[src/hdl/tvs_pkg.sv]
// ----------------------------------------------------------------------------
// tvs_pkg
// Types and codes shared by the tagged varint serializer.
// ----------------------------------------------------------------------------
package tvs_pkg;

  localparam int MaxBytes  = 10;
  localparam int CntWidth  = $clog2(MaxBytes + 1);

  localparam logic [2:0] FUNC_CHAR   = 3'd0;
  localparam logic [2:0] FUNC_BOOL   = 3'd1;
  localparam logic [2:0] FUNC_INT    = 3'd2;
  localparam logic [2:0] FUNC_SHORT  = 3'd3;
  localparam logic [2:0] FUNC_LONG   = 3'd4;
  localparam logic [2:0] FUNC_STRHDR = 3'd5;
  localparam logic [2:0] FUNC_RAW    = 3'd6;

  localparam logic [7:0] TAG_CHAR   = 8'h63; // 'c'
  localparam logic [7:0] TAG_TRUE   = 8'h74; // 't'
  localparam logic [7:0] TAG_FALSE  = 8'h66; // 'f'
  localparam logic [7:0] TAG_INT    = 8'h69; // 'i'
  localparam logic [7:0] TAG_SHORT  = 8'h73; // 's'
  localparam logic [7:0] TAG_LONG   = 8'h6c; // 'l'
  localparam logic [7:0] TAG_STRHDR = 8'h53; // 'S'

  typedef struct packed {
    logic [2:0]         func;
    logic signed [63:0] value;
  } item_t;

  typedef struct packed {
    logic [7:0] out_byte;
    logic       last;
  } result_t;

endpackage

[src/hdl/tagged_varint_serializer_core.sv]
// ----------------------------------------------------------------------------
// tagged_varint_serializer_core
// Serializes one typed value per transaction into tagged varint bytes.
// ----------------------------------------------------------------------------
// An item is taken into an input register, encoded combinationally into a
// byte buffer of up to ten bytes, and the buffer sends one byte per cycle
// with result_valid high and last marking the item's final byte. An item has
// as many bytes as its kind needs (1 for bool and raw byte, 2 for char, 2 to
// 10 for integers and string headers), all on the single output byte lane; an
// undefined kind emits nothing but still leaves a gap on the output.
// The next item is encoded while the current last byte goes out, so bytes of
// consecutive items follow with no gap. The receiver cannot stall: every byte
// must be taken in the cycle it appears.
module tagged_varint_serializer_core (
  input  logic             clk,
  input  logic             rst,
  input  logic             start,
  output logic             busy,
  input  tvs_pkg::item_t   item,
  output logic             result_valid,
  output tvs_pkg::result_t result
);
  import tvs_pkg::*;

  logic                in_valid;
  item_t               in_q;
  logic [7:0]          buf_q [MaxBytes];
  logic [CntWidth-1:0] cnt;

  logic [7:0]          enc_buf [MaxBytes];
  logic [CntWidth-1:0] enc_cnt;
  logic signed [63:0]  sv;
  logic [71:0]         ext;
  logic [63:0]         mag;
  logic [7:0]          fits;
  logic [3:0]          len;
  logic [7:0]          ext_byte [9];
  logic                load;
  logic                accept;

  assign load   = in_valid && (cnt <= CntWidth'(1));
  assign busy   = in_valid && !load;
  assign accept = start && !busy;

  always_comb begin
    unique case (in_q.func)
      FUNC_SHORT: sv = {{48{in_q.value[15]}}, in_q.value[15:0]};
      FUNC_LONG:  sv = in_q.value;
      default:    sv = {{32{in_q.value[31]}}, in_q.value[31:0]};
    endcase
  end

  assign ext = {{8{sv[63]}}, sv};
  assign mag = sv[63] ? ~sv : sv;

  always_comb begin
    for (int l = 0; l < 8; l++) begin
      fits[l] = (mag >> (8 * l + 3)) == 64'd0;
    end
    len = 4'd8;
    for (int l = 7; l >= 0; l--) begin
      if (fits[l]) begin
        len = 4'(l);
      end
    end
    for (int b = 0; b < 9; b++) begin
      ext_byte[b] = ext[8 * b +: 8];
    end
  end

  always_comb begin
    logic [3:0] idx;
    idx = 4'd0;
    for (int i = 0; i < MaxBytes; i++) begin
      enc_buf[i] = 8'h00;
    end
    enc_cnt = '0;
    case (in_q.func)
      FUNC_CHAR: begin
        enc_buf[0] = TAG_CHAR;
        enc_buf[1] = in_q.value[7:0];
        enc_cnt    = CntWidth'(2);
      end
      FUNC_BOOL: begin
        enc_buf[0] = (in_q.value != 64'sd0) ? TAG_TRUE : TAG_FALSE;
        enc_cnt    = CntWidth'(1);
      end
      FUNC_RAW: begin
        enc_buf[0] = in_q.value[7:0];
        enc_cnt    = CntWidth'(1);
      end
      FUNC_INT, FUNC_SHORT, FUNC_LONG, FUNC_STRHDR: begin
        case (in_q.func)
          FUNC_SHORT: enc_buf[0] = TAG_SHORT;
          FUNC_LONG:  enc_buf[0] = TAG_LONG;
          FUNC_INT:   enc_buf[0] = TAG_INT;
          default:    enc_buf[0] = TAG_STRHDR;
        endcase
        enc_buf[1] = {len, ext[8 * len +: 4]};
        for (int j = 0; j < 8; j++) begin
          idx = len - 4'(j) - 4'd1;
          if (4'(j) < len) begin
            enc_buf[2 + j] = ext_byte[idx];
          end
        end
        enc_cnt = CntWidth'(len) + CntWidth'(2);
      end
      default: enc_cnt = '0;
    endcase
  end

  always_ff @(posedge clk) begin
    if (rst) begin
      in_valid <= 1'b0;
      cnt      <= '0;
    end else begin
      if (accept) begin
        in_valid <= 1'b1;
      end else if (load) begin
        in_valid <= 1'b0;
      end
      if (load) begin
        cnt <= enc_cnt;
      end else if (cnt != '0) begin
        cnt <= cnt - CntWidth'(1);
      end
    end
  end

  always_ff @(posedge clk) begin
    if (accept) begin
      in_q <= item;
    end
    if (load) begin
      buf_q <= enc_buf;
    end else begin
      for (int i = 0; i < MaxBytes - 1; i++) begin
        buf_q[i] <= buf_q[i + 1];
      end
    end
  end

  assign result_valid    = (cnt != '0);
  assign result.out_byte = buf_q[0];
  assign result.last     = (cnt == CntWidth'(1));

  a_busy_needs_item: assert property (@(posedge clk) disable iff (rst)
    busy |-> in_valid)
    else $error("busy without a pending item");

  a_accept_holds: assert property (@(posedge clk) disable iff (rst)
    (start && !busy) |=> in_valid)
    else $error("accepted transaction lost");

  a_no_gap: assert property (@(posedge clk) disable iff (rst)
    (result_valid && !result.last) |=> result_valid)
    else $error("gap inside a transaction's bytes");

  a_idle_after_last: assert property (@(posedge clk) disable iff (rst)
    (result_valid && result.last && !in_valid) |=> !result_valid)
    else $error("byte emitted with no transaction pending");

  a_cnt_bound: assert property (@(posedge clk) disable iff (rst)
    cnt <= CntWidth'(MaxBytes))
    else $error("byte count overflow");

endmodule
[config.mk]
export PLATFORM = sky130hd
export DESIGN_NAME = tagged_varint_serializer_core
export DESIGN_NICKNAME = d
export VERILOG_FILES = /design/src/hdl/tvs_pkg.sv /design/src/hdl/tagged_varint_serializer_core.sv
export SDC_FILE = /design/constraint.sdc
export NUM_CORES = 1
export LEC_CHECK = 0
export BUFFER_PORTS_ARGS = -buffer_cell sky130_fd_sc_hd__buf_2
export CAP_MARGIN = 0
export CORE_UTILIZATION = 51
export DETAILED_ROUTE_END_ITERATION = 8
export GPL_TIMING_DRIVEN = 0
export PLACE_DENSITY = 0.73
export RECOVER_POWER = 25
export SYNTH_ARGS = -nofsm -noshare
export SYNTH_HDL_FRONTEND = slang
export SYNTH_SLANG_ARGS = --single-unit
[constraint.sdc]
create_clock -name clk -period 12.6 [get_ports clk]
set_input_delay 1.89 -clock clk [delete_from_list [all_inputs] [get_ports clk]]
set_output_delay 1.89 -clock clk [all_outputs]
set_load 0.005 [all_outputs]
==> results of run 1 <==
==> flip-flops by register name (all words and copies together), names as in the netlist <==
name      cells
buf_q        72
in_q         67
result        8
cnt           4
in_valid      1
==> routing by layer <==
| metal | wire, um | global-route usage |
|---|---|---|
| met5 | 0 | 0 |
| met4 | 2910 | 0.249 |
| met2 | 17700 | 0.648 |
| met3 | 5470 | 0.126 |
| met1 | 16300 | 0.572 |
==> cell families after synthesis <==
logic type,count (synthesis)
DFF,152
xor gates and xnor gates,10
AOI/OAI and AO/OA,311
adders and majority gates,13
buffers and inverters,114
muxes,77
and+or+nand+nor,415
==> power breakdown <==
group | switching (mW) | internal [mW] | leakage, nW
sequential | 0.0839 | 0.678 | 1.37
combinational | 1.11 | 0.523 | 2.70
clock | 0.238 | 0.278 | 0.288
total | 1.44 | 1.48 | 4.36
==> stage by stage <==
step | power (mW) | std cells | instance area [um2] | util | hold slack [ns]
2_1_floorplan | 1.73 | 1092 | 9690 | - | 0.396
5_1_grt | 2.99 | 1439 | 11000 | 0.590 | 0.449
3_5_place_dp | 2.31 | 1407 | 10400 | 0.558 | 0.411
6_report | 2.92 | 1440 | 11000 | 0.590 | 0.429
4_1_cts | 2.82 | 1439 | 11000 | 0.590 | 0.429
3_3_place_gp | 2.31 | 1406 | 10400 | 0.557 | 0.408
==> worst min path at each step <==
stage	slack, ns	startpoint	endpoint	cells past startpoint
after floorplan	0.40	buf_q[67]	result[4]	2
after global placement	0.41	buf_q[16]	buf_q[24]	2
after detailed placement	0.41	buf_q[31]	buf_q[39]	2
after CTS	0.43	buf_q[31]	buf_q[39]	2
after global routing	0.45	buf_q[29]	buf_q[37]	2
final	0.43	buf_q[29]	buf_q[37]	2
==> layout by cell type, fill, tap and decap left out, drive strengths merged, types with 24 or more instances in the layout <==
cell type	count
mux2i	56
nand2	151
edfxtp	75
a21oi	64
nor2	114
a221oi	24
inv	32
clkbuf	66
buf	122
o21ai	61
nand3	32
nor3	28
dfxtp	77
==> critical path: cells and delay by family, from the launching register on <==
kind / cells / cell delay [ns]
compound gates: 5 / 1.66
fa+ha+maj: 1 / 0.60
buf+inv: 8 / 3.31
flops: 1 / 0.33
simple gates: 3 / 1.34
==> area by class of cell <==
type	instances	area (um2)
Fill cell	1704	7650
Multi-Input combinational cell	826	5390
Sequential cell	152	3790
Clock buffer	19	464
Timing Repair Buffer	81	420
Buffer	88	410
Tap cell	234	293
Clock inverter	13	120
Inverter	26	97.6
Antenna cell	1	2.50
==> results.cfg, run 1 <==
[place]
dp_hpwl_mm = 32.3
pre_cts_slack_ns = 5.70
place.gp.congestion = 1.05
port_buffers = 80

[cts]
post_cts_buffers = 0
cts.hold.buffers_added = 0
insertion_delay_ns = 0.45
clk_pin_slew_ns = 0.07
cts_max_level = 4
root_buffer = clkbuf_16
cts.repair.resized = 0
clk_path_buf_depth = 2
cts_tree = yes
cts_made_buffers = 17
cts.sinks = 152

[global_route]
antenna_found_initial = 1
grt_pass1_wl_mm = 61.3
grt-ovfl-total = 0
gr-usage-all-layers = 0.438
grt_pass1_vias = 9301
grt_max_degree = 40

[routing]
ant_nets = 0
drtPass1Iterations = 9
vias_per_cell = 6.98
wirelength_mm = 42.4
via_count = 10044
first_iter_violations = 1626
post_drt_wl_per_cell_um = 29.4
drt_drc_violations_left = 0

[floorplan]
start_util = 0.520
io_pins = 81
num_rows = 50
die_w_um = 140
fp.coreArea_mm2 = 0.0186
dieArea_mm2 = 0.0195
fp.dieH_um = 140

[cells_and_area]
drive_gt1_frac = 0.168
syn2layout_area_growth_pct = 13.5
nets = 1275

[critical_path]
cp_data_arrival_time_ns = 7.68
timing.rr.start = in_q[65]
path_max_fanout = 14
worstSetupEndpointType = register
crit_end = buf_q[15]
criticalPathCategory = reg -> reg
cp-start-kind = register
critPathSlowestCell = clkbuf_1
cpPeakStageDelay_ns = 0.75
r2r_end = buf_q[15]
crit_start = in_q[65]
rrSetupSlack_ns = 5.22
crit_top_cell = clkbuf_1
r2r_cells = 17
crit_chain = buf_2, buf_2, nand4b_1, nand2_1, a32oi_1, o31a_1, nor2_2, inv_1, buf_2, clkbuf_1, ha_1, clkbuf_1, clkbuf_1, clkbuf_1, a311oi_1, a211oi_1, o21ai_0
required_ns = 12.91

[run]
cap_violations = 0

[synth]
yosysMostFrequentCell = nand2_1
synth_xor_area_frac = 0.0152
synth_cells = 1092
seq_area_frac_synth = 0.392
synth_top_area_share = 0.232
ys_seq_elements = 152
yosysTopAreaCell = edfxtp_1
synthFlopType = dfxtp_1
netlist_area_mm2 = 0.00969
synth_cell_type_count = 95
synthMuxAreaShare = 0.0978
synth_area_leaders = edfxtp_1 23%, dfxtp_1 16%, nand2_1 5.8%
synth-simple-area-share = 0.200
synth_top_family_by_area = compound AO/OA/AOI/OAI gates
synthesis.nets = 1175
yosysWarnings = 0
yosys.area_share.adder = 0.0168
synth_common_cells = 150 x nand2_1, 112 x nor2_1, 77 x dfxtp_1
synth_compound_area_frac = 0.227
synth_edf_count = 75
async_reset_ff_frac = 0
synth_area_per_cell_um2 = 8.87

[timing]
max-slew-margin-rel = 0.304
rsz0062_at_grt = false
clock.fmax_mhz = 136
min_period_ns = 7.38
fin_ws_ns = 5.22
final.setup.tns_ns = 0
hold_viol = 0
finClkSkew_ns = 0.0126
setup_viol = 0
post-route-period-util = 0.586
max_slew.worst_pin.slew_ns = 1.04
maxSlewViolCount = 0

[status]
status = complete, no violations

[power_and_ir_drop]
power_leakage_nw = 4.36
power_density_mw_per_mm2 = 265
vdd_drop_max_mv = 0.132

[worst_hold_path]
min_path_type = reg -> reg
Power figures use the tool's default switching activity.
==> inputs of run 2 (changes only) <==
==> constraint.sdc (replaced) <==
create_clock -name clk -period 7.2 [get_ports clk]
set_input_delay 1.08 -clock clk [delete_from_list [all_inputs] [get_ports clk]]
set_output_delay 1.08 -clock clk [all_outputs]
set_load 0.005 [all_outputs]
==> results.cfg, run 2 (synthesis results as in run 1) <==
[status]
status = complete, no violations

[global_route]
grt_pass1_vias = 9301
gr-usage-all-layers = 0.438
grt_max_degree = 40
antenna_found_initial = 1
grt-ovfl-total = 0
grt_pass1_wl_mm = 61.3

[timing]
clock.fmax_mhz = 142
setup_viol = 0
min_period_ns = 7.04
hold_ws_ns = 0.431
max_slew.worst_pin.slew_ns = 1.08
maxSlewViolCount = 0
final.setup.tns_ns = 0
max-slew-margin-rel = 0.279
finClkSkew_ns = 0.0114
rsz0062_at_grt = false
fin_ws_ns = 0.165
hold_viol = 0
post-route-period-util = 0.977

[critical_path]
worstSetupEndpointType = register
worst-path-buf-inv = 8
worst_path_dominant_cell_family = buffers and inverters
path_max_fanout = 14
required_ns = 7.50
cp_data_arrival_time_ns = 7.33
critPathSlowestCell = a311oi_1
criticalPathCategory = reg -> reg
cpPeakStageDelay_ns = 0.76
cp-start-kind = register
rrSetupSlack_ns = 0.16
crit_chain = buf_2, buf_2, nand4b_1, nand2_1, a32oi_1, o31a_1, nor2_2, inv_1, buf_2, clkbuf_1, ha_1, clkinv_1, clkbuf_1, clkbuf_1, o211ai_1, a311oi_1, o21ai_1

[routing]
vias_per_cell = 6.91
drtPass1Iterations = 6
wirelength_mm = 42.3
first_iter_violations = 1540
ant_nets = 0
post_drt_wl_per_cell_um = 29.4
via_count = 9942
drt_drc_violations_left = 0

[cells_and_area]
syn2layout_area_growth_pct = 13.5
nets = 1274
multi_input_area_mm2 = 0.00539
drive_gt1_frac = 0.169
largest_reg_flops = 72
top_register = buf_q
layout_common_cells = 150 x nand2_1, 112 x nor2_1, 108 x buf_2, 77 x dfxtp_1, 75 x edfxtp_1
final_common_cell = nand2_1
nFillCells = 1706
design_area_mm2 = 0.0110
seqCellArea_mm2 = 0.00379

[floorplan]
fp.dieH_um = 140
fp.coreArea_mm2 = 0.0186
num_rows = 50
io_pins = 81
die_w_um = 140
dieArea_mm2 = 0.0195
start_util = 0.520

[place]
port_buffers = 80
dpl-instance-area_mm2 = 0.0104
pre_cts_slack_ns = 0.302
dp_hpwl_mm = 32.3
place.gp.congestion = 1.05

[power_and_ir_drop]
design_power_total_mw = 5.10
combPwrFrac = 0.561
power_density_mw_per_mm2 = 464
p_switching_mw = 2.51
clkPwrFrac = 0.177
power_leakage_nw = 4.36
power_frac_seq = 0.262
vdd_drop_max_mv = 0.233
netSwitchingFraction = 0.492
intPower_mw = 2.59

[cts]
root_buffer = clkbuf_16
post_cts_buffers = 0
insertion_delay_ns = 0.44
cts.repair.resized = 0
clk_path_buf_depth = 2
cts.hold.buffers_added = 0
cts_max_level = 4
cts_tree = yes
clk_pin_slew_ns = 0.07
cts_made_buffers = 17
cts.sinks = 152

[run]
cap_violations = 0

[worst_hold_path]
min_path_type = reg -> reg
[run 2: changes by cell type in the layout (fill, tap and decap cells not counted), sizes merged]
cell,before,now
clkbuf,66,65
[run 2: routing by layer]
layer | up-vias | global-route usage | routed length [um]
li1 | 4315 | - | -
met1 | 4649 | 0.572 | 16500
met2 | 798 | 0.648 | 17900
met3 | 180 | 0.126 | 5340
met4 | 0 | 0.249 | 2540
met5 | - | 0 | 0
[run 2: final timing paths]
| kind | from | endpoint | depth (start not counted) |
|---|---|---|---|
| hold reg to reg | buf_q[29] | buf_q[37] | 2 |
| setup reg to reg | in_q[65] | buf_q[50] | 17 |
| setup / recovery | in_q[65] | buf_q[50] | 17 |
| hold / removal | buf_q[29] | buf_q[37] | 2 |
[run 2: cell type report]
| cell class | count | share of cell area |
|---|---|---|
| Inverter | 26 | 0.00888 |
| Antenna cell | 1 | 0.000228 |
| Clock buffer | 19 | 0.0422 |
| Buffer | 87 | 0.0371 |
| Tap cell | 234 | 0.0266 |
| Timing Repair Buffer | 81 | 0.0382 |
| Sequential cell | 152 | 0.345 |
| Clock inverter | 13 | 0.0109 |
| Multi-Input combinational cell | 826 | 0.491 |
[run 2: power by group through the flow]
stage	clock network, mW	registers [mW]	logic [mW]
after floorplan	0	1.28	1.75
after global placement	0	1.34	2.70
after detailed placement	0	1.34	2.70
after CTS	0.902	1.32	2.71
after global routing	0.940	1.35	2.94
final	0.903	1.33	2.86
[run 2: worst register-to-register path: cells and delay by family (launching register included)]
kind,cells,cell delay (ns)
AO/OA/AOI/OAI,5,1.72
flip-flops,1,0.33
buffers and inverters,8,2.93
AND/OR/NAND/NOR,3,1.37
adder cells (fa/ha/maj),1,0.55
[run 2: metrics by stage]
step                cells   util
floorplan            1092      -
global placement     1406  0.557
detailed placement   1407  0.558
CTS                  1439  0.590
global route         1438  0.589
finish               1439  0.590
